### src/rtl/core/rcl_pkg.sv
package rcl_pkg;

	localparam int unsigned IDX_W   = 12;
	localparam int unsigned RANGE_W = 13;
	localparam int unsigned COL_W   = 8;
	localparam int unsigned SEG_W   = 3;
	localparam int unsigned NUM_W   = IDX_W + COL_W;

	localparam int unsigned QDEPTH  = 4;
	localparam int unsigned QPTR_W  = $clog2(QDEPTH);
	localparam int unsigned QCNT_W  = QPTR_W + 1;

	localparam logic [RANGE_W-1:0] RANGE_RESET = RANGE_W'(256);

	// x/6 as (x*43691)>>18, exact for x below 2**17
	localparam int unsigned DIV6_MUL   = 43691;
	localparam int unsigned DIV6_SHIFT = 18;

	typedef logic [SEG_W-1:0]   seg_t;
	typedef logic [RANGE_W-1:0] bound_t;
	typedef logic [COL_W-1:0]   col_t;

	localparam seg_t SEG_RED_ORANGE    = 3'd0;
	localparam seg_t SEG_ORANGE_YELLOW = 3'd1;
	localparam seg_t SEG_YELLOW_GREEN  = 3'd2;
	localparam seg_t SEG_GREEN_CYAN    = 3'd3;
	localparam seg_t SEG_CYAN_BLUE     = 3'd4;
	localparam seg_t SEG_BLUE_MAGENTA  = 3'd5;

	localparam col_t COL_MAX      = 8'd255;
	localparam col_t COL_ORANGE_G = 8'd122;

	localparam logic [SEG_W-1:0] SWEEP_FIRST = 3'd1;
	localparam logic [SEG_W-1:0] SWEEP_LAST  = 3'd6;

	typedef struct packed {
		logic         busy;
		bound_t [6:1] b;
	} bnd_t;

	typedef struct packed {
		logic oor;
		seg_t seg;
		logic [IDX_W-1:0] off;
		logic [IDX_W-1:0] len;
	} job_t;

	typedef struct packed {
		logic full;
		logic empty;
	} qstat_t;

	typedef struct packed {
		col_t red;
		col_t green;
		col_t blue;
	} rgb_t;

	// magnitude of the one pivot step that changes within a segment
	function automatic col_t seg_mag(seg_t seg);
		col_t m;
		case (seg)
			SEG_RED_ORANGE:    m = COL_ORANGE_G;
			SEG_ORANGE_YELLOW: m = COL_MAX - COL_ORANGE_G;
			default:           m = COL_MAX;
		endcase
		return m;
	endfunction

	function automatic rgb_t shade(seg_t seg, col_t q);
		rgb_t c;
		case (seg)
			SEG_RED_ORANGE:    c = '{red: COL_MAX, green: q, blue: '0};
			SEG_ORANGE_YELLOW: c = '{red: COL_MAX, green: COL_ORANGE_G + q, blue: '0};
			SEG_YELLOW_GREEN:  c = '{red: COL_MAX - q, green: COL_MAX, blue: '0};
			SEG_GREEN_CYAN:    c = '{red: '0, green: COL_MAX, blue: q};
			SEG_CYAN_BLUE:     c = '{red: '0, green: COL_MAX - q, blue: COL_MAX};
			SEG_BLUE_MAGENTA:  c = '{red: q, green: '0, blue: COL_MAX};
			default:           c = '0;
		endcase
		return c;
	endfunction

endpackage

### src/rtl/core/rcl_if.sv
interface rcl_in_if;
	logic                      valid;
	logic                      ready;
	logic [rcl_pkg::IDX_W-1:0] index;

	modport source (output valid, output index, input ready);
	modport sink   (input valid, input index, output ready);
endinterface

interface rcl_out_if;
	logic                      valid;
	logic                      ready;
	logic [rcl_pkg::COL_W-1:0] red;
	logic [rcl_pkg::COL_W-1:0] green;
	logic [rcl_pkg::COL_W-1:0] blue;
	logic                      out_of_range;

	modport source (output valid, output red, output green, output blue,
		output out_of_range, input ready);
	modport sink   (input valid, input red, input green, input blue,
		input out_of_range, output ready);
endinterface

interface rcl_cfg_if;
	logic                        valid;
	logic                        ready;
	logic [rcl_pkg::RANGE_W-1:0] range;

	modport source (output valid, output range, input ready);
	modport sink   (input valid, input range, output ready);
endinterface

### src/rtl/core/rcl_queue.sv
module rcl_queue (
	input  logic            clk,
	input  logic            arst_n,
	input  logic            push,
	input  rcl_pkg::job_t   push_job,
	input  logic            pop,
	output rcl_pkg::job_t   head,
	output rcl_pkg::qstat_t stat
);

	rcl_pkg::job_t                    mem_q [rcl_pkg::QDEPTH];
	logic [rcl_pkg::QPTR_W-1:0]       wp_q;
	logic [rcl_pkg::QPTR_W-1:0]       rp_q;
	logic [rcl_pkg::QCNT_W-1:0]       cnt_q;

	assign head       = mem_q[rp_q];
	assign stat.full  = (cnt_q == rcl_pkg::QCNT_W'(rcl_pkg::QDEPTH));
	assign stat.empty = (cnt_q == '0);

	always_ff @(posedge clk or negedge arst_n) begin
		if (!arst_n) begin
			wp_q  <= '0;
			rp_q  <= '0;
			cnt_q <= '0;
		end else begin
			if (push)
				wp_q <= wp_q + 1'b1;
			if (pop)
				rp_q <= rp_q + 1'b1;
			if (push && !pop)
				cnt_q <= cnt_q + 1'b1;
			else if (pop && !push)
				cnt_q <= cnt_q - 1'b1;
		end
	end

	always_ff @(posedge clk) begin
		if (push)
			mem_q[wp_q] <= push_job;
	end

endmodule

### src/rtl/core/rcl_bounds.sv
module rcl_bounds #(
	parameter int unsigned MAX_ENTRIES = 4096
) (
	input  logic          clk,
	input  logic          arst_n,
	rcl_cfg_if.sink       cfg,
	output rcl_pkg::bnd_t bnd
);

	logic [rcl_pkg::RANGE_W-1:0] range_q;
	logic [rcl_pkg::SEG_W-1:0]   k_q;
	rcl_pkg::bound_t [6:1]       b_q;

	logic                        clamp;
	logic [rcl_pkg::RANGE_W-1:0] r_eff;
	logic [15:0]                 rk;
	logic [31:0]                 prod;
	rcl_pkg::bound_t             quot;

	assign cfg.ready = 1'b1;

	assign clamp = 32'(range_q) > MAX_ENTRIES;
	assign r_eff = clamp ? rcl_pkg::RANGE_W'(MAX_ENTRIES) : range_q;
	assign rk    = 16'(r_eff) * 16'(k_q);
	assign prod  = 32'(rk) * 32'(rcl_pkg::DIV6_MUL);
	assign quot  = prod[rcl_pkg::DIV6_SHIFT +: rcl_pkg::RANGE_W];

	// one bound per cycle, k = 1..6, after reset and after every write
	always_ff @(posedge clk or negedge arst_n) begin
		if (!arst_n) begin
			range_q <= rcl_pkg::RANGE_RESET;
			k_q     <= rcl_pkg::SWEEP_FIRST;
		end else if (cfg.valid && cfg.ready) begin
			range_q <= cfg.range;
			k_q     <= rcl_pkg::SWEEP_FIRST;
		end else if (k_q != '0) begin
			k_q <= (k_q == rcl_pkg::SWEEP_LAST) ? '0 : k_q + 1'b1;
		end
	end

	always_ff @(posedge clk) begin
		if (k_q != '0)
			b_q[k_q] <= quot;
	end

	assign bnd.busy = (k_q != '0);
	assign bnd.b    = b_q;

endmodule

### src/rtl/core/rcl_front.sv
module rcl_front (
	rcl_in_if.sink          item,
	input  rcl_pkg::bnd_t   bnd,
	input  rcl_pkg::qstat_t qs,
	output logic            push,
	output rcl_pkg::job_t   job
);

	rcl_pkg::bound_t             b [0:6];
	logic [rcl_pkg::RANGE_W-1:0] idx_ext;
	logic [5:1]                  ge;
	rcl_pkg::seg_t               seg;
	rcl_pkg::bound_t             lo;
	rcl_pkg::bound_t             hi;

	assign item.ready = !bnd.busy && !qs.full;
	assign push       = item.valid && item.ready;
	assign idx_ext    = rcl_pkg::RANGE_W'(item.index);

	always_comb begin
		b[0] = '0;
		for (int k = 1; k <= 6; k++)
			b[k] = bnd.b[k];
		for (int k = 1; k <= 5; k++)
			ge[k] = idx_ext >= bnd.b[k];
	end

	// bounds are monotone, so the segment is the count of bounds passed
	assign seg = rcl_pkg::SEG_W'($countones(ge));
	assign lo  = b[seg];
	assign hi  = b[rcl_pkg::SEG_W'(seg + 1'b1)];

	assign job.oor = idx_ext >= bnd.b[6];
	assign job.seg = seg;
	assign job.off = item.index - lo[rcl_pkg::IDX_W-1:0];
	assign job.len = rcl_pkg::IDX_W'(hi - lo);

endmodule

### src/rtl/core/rcl_back.sv
module rcl_back (
	input  logic            clk,
	input  logic            arst_n,
	input  rcl_pkg::job_t   head,
	input  rcl_pkg::qstat_t qs,
	output logic            pop,
	rcl_out_if.source       result
);

	localparam int unsigned STEPS = rcl_pkg::COL_W;

	logic                          adv;
	logic                          out_valid_q;
	rcl_pkg::rgb_t                 rgb_q;
	logic                          oor_q;
	rcl_pkg::rgb_t                 rgb_nxt;

	// index 0 is the product stage, index i+1 the result of divide step i
	logic                          v_s   [0:STEPS];
	logic [rcl_pkg::NUM_W-1:0]     rem_s [0:STEPS];
	rcl_pkg::col_t                 q_s   [0:STEPS];
	logic [rcl_pkg::IDX_W-1:0]     len_s [0:STEPS];
	rcl_pkg::seg_t                 seg_s [0:STEPS];
	logic                          oor_s [0:STEPS];

	assign adv = !out_valid_q || result.ready;
	assign pop = adv && !qs.empty;

	always_ff @(posedge clk or negedge arst_n) begin
		if (!arst_n)
			v_s[0] <= 1'b0;
		else if (adv)
			v_s[0] <= pop;
	end

	always_ff @(posedge clk) begin
		if (adv) begin
			rem_s[0] <= rcl_pkg::NUM_W'(rcl_pkg::seg_mag(head.seg))
				* rcl_pkg::NUM_W'(head.off);
			q_s[0]   <= '0;
			len_s[0] <= head.len;
			seg_s[0] <= head.seg;
			oor_s[0] <= head.oor;
		end
	end

	// restoring divide, one quotient bit per stage, msb first
	for (genvar i = 0; i < STEPS; i++) begin : g_div
		localparam int unsigned SH = STEPS - 1 - i;
		logic [rcl_pkg::NUM_W-1:0] dsh;
		logic                      take;

		assign dsh  = rcl_pkg::NUM_W'(len_s[i]) << SH;
		assign take = rem_s[i] >= dsh;

		always_ff @(posedge clk or negedge arst_n) begin
			if (!arst_n)
				v_s[i+1] <= 1'b0;
			else if (adv)
				v_s[i+1] <= v_s[i];
		end

		always_ff @(posedge clk) begin
			if (adv) begin
				rem_s[i+1] <= take ? rem_s[i] - dsh : rem_s[i];
				q_s[i+1]   <= {q_s[i][STEPS-2:0], take};
				len_s[i+1] <= len_s[i];
				seg_s[i+1] <= seg_s[i];
				oor_s[i+1] <= oor_s[i];
			end
		end
	end

	assign rgb_nxt = oor_s[STEPS] ? '0 : rcl_pkg::shade(seg_s[STEPS], q_s[STEPS]);

	always_ff @(posedge clk or negedge arst_n) begin
		if (!arst_n)
			out_valid_q <= 1'b0;
		else if (adv)
			out_valid_q <= v_s[STEPS];
	end

	always_ff @(posedge clk) begin
		if (adv) begin
			rgb_q <= rgb_nxt;
			oor_q <= oor_s[STEPS];
		end
	end

	assign result.valid        = out_valid_q;
	assign result.red          = rgb_q.red;
	assign result.green        = rgb_q.green;
	assign result.blue         = rgb_q.blue;
	assign result.out_of_range = oor_q;

endmodule

### src/rtl/core/rainbow_colormap_lookup_core.sv
// channel   modport  payload                               accepted when
// item      sink     index[11:0]                           item.valid && item.ready
// result    source   red, green, blue[7:0], out_of_range   result.valid && result.ready
// cfg       sink     range[12:0]                           cfg.valid && cfg.ready
//
// one item per cycle sustained while result.ready is high and bounds are idle; path:
// queue, product stage reading the queue head, 8-stage restoring divider, output register
// after reset and after each cfg write the six segment bounds are recomputed, one per cycle,
// by a single multiply-and-divide datapath; item.ready stays low while they are recomputed
// a stalled result freezes the back pipeline; the 4-entry queue takes up to four more
// transactions before item.ready drops
// arst_n clears control state only; the register resets to a range of 256
module rainbow_colormap_lookup_core #(
	parameter int unsigned MAX_ENTRIES = 4096
) (
	input  logic      clk,
	input  logic      arst_n,
	rcl_in_if.sink    item,
	rcl_out_if.source result,
	rcl_cfg_if.sink   cfg
);

	rcl_pkg::bnd_t   bnd;
	rcl_pkg::qstat_t qs;
	rcl_pkg::job_t   push_job;
	rcl_pkg::job_t   head;
	logic            push;
	logic            pop;

	rcl_bounds #(
		.MAX_ENTRIES(MAX_ENTRIES)
	) u_bounds (
		.clk    (clk),
		.arst_n (arst_n),
		.cfg    (cfg),
		.bnd    (bnd)
	);

	rcl_front u_front (
		.item (item),
		.bnd  (bnd),
		.qs   (qs),
		.push (push),
		.job  (push_job)
	);

	rcl_queue u_queue (
		.clk      (clk),
		.arst_n   (arst_n),
		.push     (push),
		.push_job (push_job),
		.pop      (pop),
		.head     (head),
		.stat     (qs)
	);

	rcl_back u_back (
		.clk    (clk),
		.arst_n (arst_n),
		.head   (head),
		.qs     (qs),
		.pop    (pop),
		.result (result)
	);

	a_oor_zero: assert property (@(posedge clk) disable iff (!arst_n)
		result.valid && result.out_of_range |->
			result.red == '0 && result.green == '0 && result.blue == '0)
		else $error("out of range result carries a color");

	a_cfg_blocks: assert property (@(posedge clk) disable iff (!arst_n)
		cfg.valid && cfg.ready |=> !item.ready)
		else $error("item taken while bounds are being rebuilt");

	a_pop_nonempty: assert property (@(posedge clk) disable iff (!arst_n)
		pop |-> !qs.empty)
		else $error("queue read while empty");

endmodule
### src/flat_wrapper.sv
// flat-port wrapper written by rule: the top's interface ports become plain ports
module rainbow_colormap_lookup_core_flat 
#(
	parameter int unsigned MAX_ENTRIES = 4096
)
  (clk, arst_n, item_valid, item_index, item_ready, result_valid, result_red, result_green, result_blue, result_out_of_range, result_ready, cfg_valid, cfg_range, cfg_ready);
  rcl_in_if item_i ();
  rcl_out_if result_i ();
  rcl_cfg_if cfg_i ();
  input  logic clk;
  input  logic arst_n;
  input wire logic [$bits(item_i.valid)-1:0] item_valid;
  input wire logic [$bits(item_i.index)-1:0] item_index;
  output wire logic [$bits(item_i.ready)-1:0] item_ready;
  output wire logic [$bits(result_i.valid)-1:0] result_valid;
  output wire logic [$bits(result_i.red)-1:0] result_red;
  output wire logic [$bits(result_i.green)-1:0] result_green;
  output wire logic [$bits(result_i.blue)-1:0] result_blue;
  output wire logic [$bits(result_i.out_of_range)-1:0] result_out_of_range;
  input wire logic [$bits(result_i.ready)-1:0] result_ready;
  input wire logic [$bits(cfg_i.valid)-1:0] cfg_valid;
  input wire logic [$bits(cfg_i.range)-1:0] cfg_range;
  output wire logic [$bits(cfg_i.ready)-1:0] cfg_ready;
  assign item_i.valid = item_valid;
  assign item_i.index = item_index;
  assign item_ready = item_i.ready;
  assign result_valid = result_i.valid;
  assign result_red = result_i.red;
  assign result_green = result_i.green;
  assign result_blue = result_i.blue;
  assign result_out_of_range = result_i.out_of_range;
  assign result_i.ready = result_ready;
  assign cfg_i.valid = cfg_valid;
  assign cfg_i.range = cfg_range;
  assign cfg_ready = cfg_i.ready;
  rainbow_colormap_lookup_core #(.MAX_ENTRIES(MAX_ENTRIES)) u_core (.clk(clk), .arst_n(arst_n), .item(item_i), .result(result_i), .cfg(cfg_i));
endmodule
### config.mk
export PLATFORM = sky130hd
export DESIGN_NAME = rainbow_colormap_lookup_core_flat
export DESIGN_NICKNAME = d
export VERILOG_FILES = /design/src/rtl/core/rcl_pkg.sv /design/src/rtl/core/rcl_if.sv /design/src/rtl/core/rcl_queue.sv /design/src/rtl/core/rcl_bounds.sv /design/src/rtl/core/rcl_front.sv /design/src/rtl/core/rcl_back.sv /design/src/rtl/core/rainbow_colormap_lookup_core.sv /design/src/flat_wrapper.sv
export SDC_FILE = /design/constraint.sdc
export NUM_CORES = 1
export LEC_CHECK = 0
export BUFFER_PORTS_ARGS = -buffer_cell sky130_fd_sc_hd__buf_2
export CORE_UTILIZATION = 32
export CTS_BUF_LIST = sky130_fd_sc_hd__clkbuf_8
export DETAILED_ROUTE_END_ITERATION = 6
export PLACE_DENSITY = 0.45
export REMOVE_ABC_BUFFERS = 1
export SKIP_CTS_REPAIR_TIMING = 1
export SYNTH_ARGS = -nofsm -noshare
export SYNTH_HDL_FRONTEND = slang
export SYNTH_HIERARCHICAL = 1
export SYNTH_SLANG_ARGS = --single-unit
### constraint.sdc
create_clock -name clk -period 9.99 [get_ports clk]
set_clock_uncertainty 0.2 [all_clocks]
set_input_delay 0.999 -clock clk [delete_from_list [all_inputs] [get_ports clk]]
set_output_delay 0.999 -clock clk [all_outputs]
set_load 0.01 [all_outputs]
After elaboration in Yosys (flattened, before gate mapping)
Memories as Yosys holds them, arrays and structs flattened. Cells that the tools add are included.

Input port bits: 30. Bits in writable memories: 508. Bits in registers: 136. Bits in read-only memories: 0. Word-level logic and storage cells: 134. Bits in latches: 0. Memories kept: 6. Output and inout port bits: 28.

Memory list: u_core.u_back.rem_s (depth 9, bits a word 20, read ports 8, clocked after memory_dff 0, write ports 9, RTL line rcl_back.sv:20) `logic [rcl_pkg::NUM_W-1:0] rem_s [0:STEPS];`; u_core.u_queue.mem_q (depth 4, bits a word 28, read ports 1, clocked after memory_dff 0, write ports 1, RTL line rcl_queue.sv:11) `rcl_pkg::job_t mem_q [rcl_pkg::QDEPTH];`; u_core.u_back.len_s (depth 9, bits a word 12, read ports 8, clocked after memory_dff 0, write ports 9, RTL line rcl_back.sv:22) `logic [rcl_pkg::IDX_W-1:0] len_s [0:STEPS];`; u_core.u_back.q_s (depth 9, bits a word 8, read ports 9, clocked after memory_dff 0, write ports 9, RTL line rcl_back.sv:21) `rcl_pkg::col_t q_s [0:STEPS];`; u_core.u_back.seg_s (depth 9, bits a word 3, read ports 9, clocked after memory_dff 0, write ports 9, RTL line rcl_back.sv:23) `rcl_pkg::seg_t seg_s [0:STEPS];`; u_core.u_back.oor_s (depth 9, bits a word 1, read ports 9, clocked after memory_dff 0, write ports 9, RTL line rcl_back.sv:24) `logic oor_s [0:STEPS];`.

Multiplexer cells: 30. $lt $le $gt $ge: 19. Add/sub/neg operators: 22. Reductions and logical operators: 19. Div/mod/pow operators: 0. Equality and inequality tests: 8. Shift operators: 0. Bitwise operators: 2. Multiply operators: 3.

Operator list (count): 20-bit two-way mux (8); 24-bit case mux with 6 select lines (1); 13-bit binary-select mux with 3-bit select (2); 78-bit bitwise mux (1); 12-bit by 13-bit >= comparator with 1-bit output (6); 12-bit two-way mux (4); 13-bit demux with 3-bit select (1); 16-bit by 16-bit multiplier with 31-bit output, second input constant (1); 13-bit two-way mux (2); 12-bit subtractor (2); 20-bit by 12-bit >= comparator with 1-bit output (1); 20-bit by 13-bit >= comparator with 1-bit output (1); 20-bit by 14-bit >= comparator with 1-bit output (1); 20-bit by 15-bit >= comparator with 1-bit output (1); 20-bit by 16-bit >= comparator with 1-bit output (1); 20-bit by 17-bit >= comparator with 1-bit output (1); 20-bit by 18-bit >= comparator with 1-bit output (1); 20-bit by 19-bit >= comparator with 1-bit output (1); 8-bit by 12-bit multiplier with 20-bit output (1); 20-bit by 12-bit subtractor with 20-bit output (1); 20-bit by 13-bit subtractor with 20-bit output (1); 20-bit by 14-bit subtractor with 20-bit output (1); 20-bit by 15-bit subtractor with 20-bit output (1); 20-bit by 16-bit subtractor with 20-bit output (1); other kinds (30) (61).

Longest topological paths before layout
Gate-level depths: netlist of the first run.

Word-level depth: 10. Depth in mapped cells: 36. Gate-level depth less buffers: 35.

Cells and area by module
Netlist of the first run, hierarchy kept.

Modules (own cells, without submodules): rcl_back (sequential area each 10850.4 µm², times used 1, cells an instance 1711, area an instance 20179.4 µm²); rcl_bounds (sequential area each 2745.1 µm², times used 1, cells an instance 708, area an instance 8413.1 µm²); rcl_queue (sequential area each 3538.4 µm², times used 1, cells an instance 180, area an instance 4435.5 µm²); rcl_front (sequential area each 0.0 µm², times used 1, cells an instance 575, area an instance 4171.5 µm²).

Worst setup path after synthesis of the first run
Ideal clock, no wire load.

Path kind: input-to-reg. Start: input result_ready. End: memory u_core/u_back/len_s[0][0] in the netlist's numbering (enable). Arrival time: 8.069 ns. Library setup time: 0.701 ns. Path slack: 1.021 ns. Required time: 9.089 ns. Stages: 3. Cell sequence: nor2b_1 > clkbuf_1 > inv_1.

RTL lines: start, declared (RTL line flat_wrapper.sv:20) `input wire logic [$bits(result_i.ready)-1:0] result_ready;`; end, declared (RTL line rcl_back.sv:22).

Worst setup path in the final report of the first run
Start: register u_core/u_bounds/range_q[8] in the netlist's numbering. End: register u_core.u_bounds.b_q (netlist bit u_core/u_bounds/bnd[62]), data pin.

Cells in the longest elaborated chain, start to end: 5.

Ends and longest elaborated chain: start, declared (RTL line rcl_bounds.sv:10) `logic [rcl_pkg::RANGE_W-1:0] range_q;`; start signal, assigned (RTL line rcl_bounds.sv:31) `range_q <= rcl_pkg::RANGE_RESET;`; start signal, assigned (RTL line rcl_bounds.sv:34) `range_q <= cfg.range;`; 13-bit greater-than comparator (RTL line rcl_bounds.sv:22) `assign clamp = 32'(range_q) > MAX_ENTRIES;`; 13-bit two-way mux (*) (RTL line rcl_bounds.sv:23) `assign r_eff = clamp ? rcl_pkg::RANGE_W'(MAX_ENTRIES) : range_q;`; 13-bit by 3-bit multiplier with 16-bit output (*) (RTL line rcl_bounds.sv:24) `assign rk = 16'(r_eff) * 16'(k_q);`; 16-bit by 16-bit multiplier with 31-bit output (*) (RTL line rcl_bounds.sv:25) `assign prod = 32'(rk) * 32'(rcl_pkg::DIV6_MUL);`; net u_core.u_bounds.prod[28] (RTL line rcl_bounds.sv:17) `logic [31:0] prod;`; 78-bit bitwise mux (*) (RTL line rcl_bounds.sv:43) `b_q[k_q] <= quot;`; end signal, assigned by index (RTL line rcl_bounds.sv:43); end, declared (RTL line rcl_bounds.sv:12) `rcl_pkg::bound_t [6:1] b_q;`.

The timed path passes the listed nets; every way through them passes the cells marked *. A chain may end at the register's enable or synchronous reset.

==> flow_summary.yaml, run 1 <==
global_route:
  grt_pass1_wl_um: 136000
  overflow: 0
  antenna_found_initial: 3
  grt_max_degree: 99
  grt_pass1_vias: 24100
  grt_usage_pct: 14.7
critical_path:
  end_kind: "flip-flop"
  cp_common_cell: "fa_1"
  start_kind: "flip-flop"
  required_ps: 10170
  critical_path_class: "reg -> reg"
  crit_path_max_incr_delay_ps: 560
  crit_fanout: 8
  crit_path_top_delay_cell: "dfstp_2"
  cp.arrival_ps: 9560
drt:
  wl_met3_um: 2990
  drc: 0
  routed_wl_um: 85100
  vias: 23300
  dr_wl_met2_um: 40900
  highest_layer: "met5"
  drt-pass1-iter-count: 5
  ant_nets: 0
  vias_per_cell: 4.78
  drtIter0Drc: 1187
  post_drt_wl_per_cell_um: 17.4
  met1_length_um: 39100
timing:
  setup_viol: 0
  rsz0062_at_grt: "no"
  hold_violations: 0
  finalCritPeriodShare_pct: 93.9
  fmax_mhz: 107
  setup_tns_ps: 0
  worstMarginPinSlew_ps: 1120
  slew_headroom_pct: 25.5
  slew_violations: 0
  layout_min_cycle_time_ps: 9380
floorplanning:
  initial_core_util_pct: 32.4
  ios: 58
  die_h_um: 343
  core_mm2: 0.115
  die_x_um: 343
  num_rows: 124
  dieArea_mm2: 0.118
logic_synthesis:
  synth_compound_area_share_pct: 9.90
  ys_ff_latch: 576
  synth_top_area_share_pct: 43.8
  yosys.area_share.simple_pct: 9.13
  ys_warn_count: 6
  synth_fa_ha_area_share_pct: 21.3
  yosysTopAreaCell: "edfxtp_1"
  synthMuxAreaShare_pct: 4.67
  yosys.area_share.xor_xnor_pct: 3.39
  avgSynthCellArea_um2: 11.7
  netlist_area_mm2: 0.0372
  synth_edf_count: 543
  dominantRegCellSynth: "edfxtp_1"
  ys_top_cells_by_area: "edfxtp_1 44%, ha_1 13%, fa_1 8.7%"
  async_flop_share_pct: 5.73
  ys_types: 92
  synth_top_family_by_area: "adder cells"
  synth_cells: 3174
  ys_seq_area_share_pct: 46.1
cts:
  numCtsBuffers: 105
  root_buffer: "clkbuf_8"
  clk_pin_slew_worst_paths_ps: 60
  cts_sinks: 576
  cts_max_level: 3
  cts_tree: "done"
  cts_buffer_depth: 3
  insertion_delay_ps: 750
place:
  place.gp.congestion: 0.801
  dp_hpwl_um: 64600
  numPortBuffers: 56
cells_and_area:
  areaGrowthSynthToFinish_pct: 10.8
  drive_gt1_share_pct: 9.71
  nNetsFinal: 3863
  nFillCells: 11500
worst_hold_path:
  hp-class: "in -> async"
flow_run:
  drv_cap: 0
outcome:
  status: "completed"
[critical path: cells and delay by family, from the launching register on]
family	cells	cell delay, ps
AOI/OAI and AO/OA	10	2520
buffers and inverters	6	410
and+or+nand+nor	7	910
adders and majority gates	10	4080
DFF	1	560
muxes	2	360
[per-layer routing]
metal  up-vias  GRT usage (%)
li1      11600              -
met1     11200           19.2
met2       369           25.1
met3       137           2.23
met4         2           4.48
met5         -              0
[area by class of cell]
type                    instances  area [um2]  area share (%)
clock buffers                 106        1460            3.54
repair buffers                 83         483            1.17
well taps                    1512        1890            4.59
inverters                     463        1750            4.23
flip-flops and latches        576       17100            41.6
clock inverters                73         428            1.04
multi-input cells            2067       18100            43.9
diodes                          1        2.50         0.00607
[cells in the mapped netlist, types with 26 or more instances]
cell,count
ha_1,376
nor3_1,47
nand3_1,36
edfxtp_1,543
o21ai_1,30
mux4_2,37
o21a_1,34
and2_1,37
nor2b_1,42
nor2_1,187
clkbuf_1,37
xnor2_1,99
inv_1,460
dfrtp_1,31
fa_1,161
a21oi_1,183
nand2b_1,36
a31oi_1,26
nand2_1,164
xor2_1,45
mux2i_1,37
mux2_2,31
a21o_1,52
o21ai_0,110
[metrics by stage]
| step | instances | hold slack [ps] | instance area [um2] | util, % | setup WS [ps] |
|---|---|---|---|---|---|
| 6_report | 4881 | 169 | 41200 | 35.9 | 610 |
| 5_1_grt | 4881 | 143 | 41200 | 35.9 | 2.00 |
| 4_1_cts | 4880 | 65.9 | 41200 | 35.9 | 458 |
| 3_5_place_dp | 4701 | 205 | 39300 | 34.2 | 491 |
| 3_3_place_gp | 4701 | 202 | 39300 | 34.2 | 628 |
| 2_1_floorplan | 3106 | 200 | 36900 | - | 1140 |
[state kept, by name, summed over array words and instances, names as in the netlist]
name and flops:
u_core/u_back/rem_s 160, u_core/u_back/seg_s 27, u_core/u_bounds/k_q 3, u_core/u_back/result.out_of_range 1, u_core/u_back/q_s 36, u_core/u_back/len_s 96
u_core/u_back/result.green 8, u_core/u_back/result.red 8, u_core/u_bounds/bnd 78, u_core/u_back/result.valid 1, u_core/u_queue/rp_q 2, u_core/u_queue/wp_q 2
u_core/u_bounds/range_q 13, u_core/u_queue/mem_q 112, u_core/u_queue/cnt_q 3, u_core/u_back/result.blue 8, u_core/u_back/v_s 9, u_core/u_back/oor_s 9
[placed cells by master, fill, tap and decap left out, drive strengths merged, types with 52 or more instances in the layout]
master,n
a21o,52
a21oi,184
buf,83
clkbuf,106
edfxtp,543
fa,161
ha,376
inv,491
nand2,164
nor2,187
o21ai,142
xnor2,99
[path summary, 6_finish.rpt]
path,startpoint,endpoint,slack (ps),cells after the start
worst max-delay path,u_core/u_bounds/range_q[8]$_DFFE_PN1P_,u_core/u_bounds/bnd[62]$_DFFE_PP_,610,35
worst min-delay path,arst_n,u_core/u_back/v_s[2]$_DFFE_PN0N_,170,1
worst max register to register,u_core/u_bounds/range_q[8]$_DFFE_PN1P_,u_core/u_bounds/bnd[62]$_DFFE_PP_,610,35
worst min register to register,u_core/u_back/q_s[0][0]$_DFFE_PN_,u_core/u_back/q_s[0][9]$_DFFE_PN_,200,0
max in group asynchronous,arst_n,u_core/u_queue/rp_q[0]$_DFFE_PN0P_,8810,1
min in group clk,u_core/u_back/q_s[0][0]$_DFFE_PN_,u_core/u_back/q_s[0][9]$_DFFE_PN_,200,0
[cells by family after synthesis]
kind of cell,Yosys count
AND/OR/NAND/NOR,682
AO/OA/AOI/OAI,582
flip-flops,576
adder cells (fa/ha/maj),537
buffers and inverters,531
XOR/XNOR,144
multiplexers,121
other,1
Power of run 1 is not shown: default switching activity piles up to over one toggle a cycle in this logic, so the estimate is an artifact.
==> inputs of run 2 (changes only) <==
--- a/config.mk
+++ b/config.mk
@@ -6,10 +6,12 @@
 export NUM_CORES = 1
 export LEC_CHECK = 0
 export BUFFER_PORTS_ARGS = -buffer_cell sky130_fd_sc_hd__buf_2
+export CORE_ASPECT_RATIO = 1.4
 export CORE_UTILIZATION = 32
 export CTS_BUF_LIST = sky130_fd_sc_hd__clkbuf_8
 export DETAILED_ROUTE_END_ITERATION = 6
 export PLACE_DENSITY = 0.45
+export RECOVER_POWER = 100
 export REMOVE_ABC_BUFFERS = 1
 export SKIP_CTS_REPAIR_TIMING = 1
 export SYNTH_ARGS = -nofsm -noshare
==> constraint.sdc (replaced) <==
create_clock -name clk -period 9.99 [get_ports clk]
set_clock_uncertainty 0.2 [all_clocks]
set_input_delay 0.999 -clock clk [delete_from_list [all_inputs] [get_ports clk]]
set_output_delay 0.999 -clock clk [all_outputs]
set_load 0.02 [all_outputs]
==> flow_summary.yaml, run 2 (synthesis results as in run 1) <==
timing:
  setup_slack_ps: 642
  finalCritPeriodShare_pct: 93.6
  fmax_mhz: 107
  slew_headroom_pct: -315
  slew_violations: 353
  setup_tns_ps: 0
  worstMarginPinSlew_ps: 6190
  hold_violations: 0
  setup_viol: 0
  holdWs_ps: 213
  rsz0062_at_grt: "no"
  layout_min_cycle_time_ps: 9350
critical_path:
  start_kind: "flip-flop"
  end_kind: "flip-flop"
  critical_path_class: "reg -> reg"
  required_ps: 10200
  crit_path_top_delay_cell: "dfstp_2"
  crit_path_max_incr_delay_ps: 560
  crit_fanout: 8
  cp.arrival_ps: 9560
  cp_common_cell: "fa_1"
cells_and_area:
  largest_reg_flops: 160
  final_cell_mix: "543 x edfxtp_1, 490 x inv_1, 376 x ha_1, 187 x nor2_1, 183 x a21oi_1"
  multi_input_area_mm2: 0.0180
  areaGrowthSynthToFinish_pct: 10.6
  layout_commonest_cell: "edfxtp_1"
  drive_gt1_share_pct: 8.02
  nNetsFinal: 3860
  register_area_mm2: 0.0171
  reg_top3: "u_core/u_back/rem_s: 160 flops, u_core/u_queue/mem_q: 112 flops, u_core/u_back/len_s: 96 flops"
  top_register: "u_core/u_back/rem_s"
  nFillCells: 11500
global_route:
  overflow: 0
  grt_pass1_vias: 25400
  grt_usage_pct: 15.3
  antenna_found_initial: 3
  grt_max_degree: 141
  grt_pass1_wl_um: 139000
floorplanning:
  die_h_um: 405
  initial_core_util_pct: 32.4
  num_rows: 147
  die_x_um: 290
  dieArea_mm2: 0.118
  ios: 58
  core_mm2: 0.115
place:
  dp_hpwl_um: 69300
  pre_cts_ws_ps: 536
  numPortBuffers: 56
  place.gp.congestion: 0.855
outcome:
  status: "complete, but fails checks"
  violations: "max-capacitance violations, max-slew violations"
cts:
  cts_max_level: 3
  root_buffer: "clkbuf_8"
  cts_sinks: 576
  clk_pin_slew_worst_paths_ps: 60
  cts_buffer_depth: 3
  insertion_delay_ps: 770
  cts_tree: "done"
  numCtsBuffers: 99
drt:
  routed_wl_um: 89100
  post_drt_wl_per_cell_um: 18.3
  vias: 23500
  drtIter0Drc: 803
  drc: 0
  drt-pass1-iter-count: 5
  ant_nets: 0
  vias_per_cell: 4.82
worst_hold_path:
  hp-class: "reg -> reg"
flow_run:
  drv_cap: 9
==> run 2: area by class of cell <==
class                      count  area share [%]
inverter                     463            4.23
antenna                        1         0.00608
tap                         1490            4.53
multi-input combinational   2067            43.8
clock inverter                85            1.41
timing repair buffer          86           0.991
sequential                   576            41.6
clock buffer                 101            3.38
==> run 2: path summary, 6_finish.rpt <==
| kind | endpoint | cells after the start | start | slack, ps |
|---|---|---|---|---|
| max | u_core/u_bounds/bnd[62]$_DFFE_PP_ | 35 | u_core/u_bounds/range_q[8]$_DFFE_PN1P_ | 640 |
| min | u_core/u_back/q_s[0][41]$_DFFE_PN_ | 0 | u_core/u_back/q_s[0][32]$_DFFE_PN_ | 210 |
| max reg2reg | u_core/u_bounds/bnd[62]$_DFFE_PP_ | 35 | u_core/u_bounds/range_q[8]$_DFFE_PN1P_ | 640 |
| min reg2reg | u_core/u_back/q_s[0][41]$_DFFE_PN_ | 0 | u_core/u_back/q_s[0][32]$_DFFE_PN_ | 210 |
| max in group asynchronous | u_core/u_back/v_s[5]$_DFFE_PN0N_ | 1 | arst_n | 7840 |
| min in group asynchronous | u_core/u_bounds/range_q[7]$_DFFE_PN0P_ | 1 | arst_n | 610 |
==> run 2: critical path: cells and delay by family (launching register included) <==
kind,cells,cell delay [ps]
compound gates,10,2460
fa+ha+maj,10,4110
buf+inv,6,420
flops,1,560
mux,2,360
simple gates,7,910
==> run 2: routing by layer <==
layer / vias to the layer above / part of all wire, % / track usage (%)
met5: - / 0.021 / 0
met4: 4 / 4.4 / 7.15
met3: 185 / 2.5 / 1.99
met2: 320 / 59 / 32.9
met1: 11400 / 34 / 13.6
li1: 11500 / - / -
==> run 2: metrics by stage <==
step / utilization [%] / instance area [um2] / instances
floorplan: - / 36900 / 3106
global placement: 34.2 / 39300 / 4682
detailed placement: 34.2 / 39300 / 4682
CTS: 35.9 / 41300 / 4868
global route: 35.8 / 41100 / 4869
finish: 35.8 / 41100 / 4869
Power of run 2 is left out for the same reason.
==> inputs of run 3 (changes only) <==
==> constraint.sdc (replaced) <==
create_clock -name clk -period 9.9 [get_ports clk]
set_clock_uncertainty 0.2 [all_clocks]
set_input_delay 0.99 -clock clk [delete_from_list [all_inputs] [get_ports clk]]
set_output_delay 0.99 -clock clk [all_outputs]
set_load 0.02 [all_outputs]
==> flow_summary.yaml, run 3 (synthesis results as in run 1) <==
timing:
  hold_violations: 0
  setup_viol: 0
  fmax_mhz: 108
  finalCritPeriodShare_pct: 93.5
  worstMarginPinSlew_ps: 5700
  setup_tns_ps: 0
  slew_violations: 334
  slew_headroom_pct: -280
  setup_slack_ps: 646
  layout_min_cycle_time_ps: 9250
  rsz0062_at_grt: "no"
place:
  numPortBuffers: 56
  place.gp.congestion: 0.863
  pre_cts_ws_ps: 486
  dp_hpwl_um: 69900
critical_path:
  worstReg2RegStart: "u_core/u_bounds/range_q[12]$_DFFE_PN0P_"
  required_ps: 10130
  start_kind: "flip-flop"
  worst_r2r_endpoint: "u_core/u_bounds/bnd[10]$_DFFE_PP_"
  end_kind: "flip-flop"
  critical_path_class: "reg -> reg"
  crit_fanout: 9
  crit_path_max_incr_delay_ps: 540
  cp.arrival_ps: 9490
  r2r_slack_ps: 650
  crit_path_top_delay_cell: "fa_1"
  rr_worst_depth: 36
  crit_start: "u_core/u_bounds/range_q[12]$_DFFE_PN0P_"
cells_and_area:
  final_cell_mix: "543 x edfxtp_1, 488 x inv_1, 376 x ha_1, 186 x nor2_1, 183 x a21oi_1"
  top_register: "u_core/u_back/rem_s"
  areaGrowthSynthToFinish_pct: 10.6
  largest_reg_flops: 160
  reg_top3: "u_core/u_back/rem_s: 160 flops, u_core/u_queue/mem_q: 112 flops, u_core/u_back/len_s: 96 flops"
  drive_gt1_share_pct: 7.98
  layout_commonest_cell: "edfxtp_1"
  nNetsFinal: 3862
drt:
  drtIter0Drc: 956
  vias_per_cell: 4.81
  vias: 23400
  post_drt_wl_per_cell_um: 18.4
  drt-pass1-iter-count: 5
  routed_wl_um: 89500
  drc: 0
  ant_nets: 0
floorplanning:
  dieArea_mm2: 0.118
  initial_core_util_pct: 32.4
  ios: 58
  die_x_um: 290
  num_rows: 147
  die_h_um: 405
  core_mm2: 0.115
global_route:
  met2_usage_pct: 32.9
  grt_max_degree: 131
  use_met1_pct: 13.5
  use_met3_pct: 2.03
  grt_usage_pct: 15.3
  overflow: 0
  grt_pass1_vias: 25100
  antenna_found_initial: 2
  grt_pass1_wl_um: 138000
  grt_busiest_layer: "met2"
cts:
  numCtsBuffers: 97
  root_buffer: "clkbuf_8"
  cts_max_level: 3
  cts_buffer_depth: 3
  clk_pin_slew_worst_paths_ps: 60
  cts_sinks: 576
  cts_tree: "done"
  insertion_delay_ps: 760
worst_hold_path:
  hold_depth: 0
  hold_start: "u_core/u_back/seg_s[0][12]$_DFFE_PN_"
  worstHoldEndpoint: "u_core/u_back/seg_s[0][15]$_DFFE_PN_"
  hp-class: "reg -> reg"
flow_run:
  drv_cap: 9
outcome:
  violations: "max-capacitance violations, max-slew violations"
  status: "complete, but fails checks"
run 3: per-stage QoR:
| stage | instances | area, um2 | utilization, % | hold WS (ps) |
|---|---|---|---|---|
| 2_1_floorplan | 3106 | 36900 | - | 200 |
| 3_3_place_gp | 4685 | 39300 | 34.2 | 200 |
| 3_5_place_dp | 4685 | 39300 | 34.2 | 205 |
| 4_1_cts | 4860 | 41200 | 35.9 | 74.0 |
| 5_1_grt | 4863 | 41100 | 35.8 | 215 |
| 6_report | 4863 | 41100 | 35.8 | 213 |
run 3: metal layers:
| layer | wire length [um] | share of wire [%] |
|---|---|---|
| met1 | 29700 | 33 |
| met2 | 53500 | 60 |
| met3 | 2430 | 2.7 |
| met4 | 3760 | 4.2 |
| met5 | 15 | 0.017 |
run 3: worst max-delay path: cells and delay by family, from the launching register on:
kind	cells	cell delay (ps)
compound gates	12	2620
fa+ha+maj	10	4040
buf+inv	7	580
flops	1	420
mux	2	330
simple gates	5	730
run 3: worst max-delay path by stage:
stage | to | slack (ps) | cells after the start
2_1_floorplan | u_core/u_back/len_s[0][0]$_DFFE_PN_ | 1060 | 2
3_3_place_gp | u_core/u_bounds/bnd[11]$_DFFE_PP_ | 550 | 33
3_5_place_dp | u_core/u_bounds/bnd[64]$_DFFE_PP_ | 490 | 32
4_1_cts | u_core/u_bounds/bnd[63]$_DFFE_PP_ | 450 | 33
5_1_grt | u_core/u_bounds/bnd[10]$_DFFE_PP_ | 40 | 33
6_report | u_core/u_bounds/bnd[10]$_DFFE_PP_ | 650 | 36
run 3: area by class of cell:
type | instances | area [um2]
clock buffer | 97 | 1340
inverter | 463 | 1740
antenna | 2 | 5.00
timing repair buffer | 90 | 434
clock inverter | 78 | 574
fill | 11400 | 73800
multi-input combinational | 2067 | 18000
sequential | 576 | 17100
tap | 1490 | 1860
Power of run 3 is left out for the same reason.
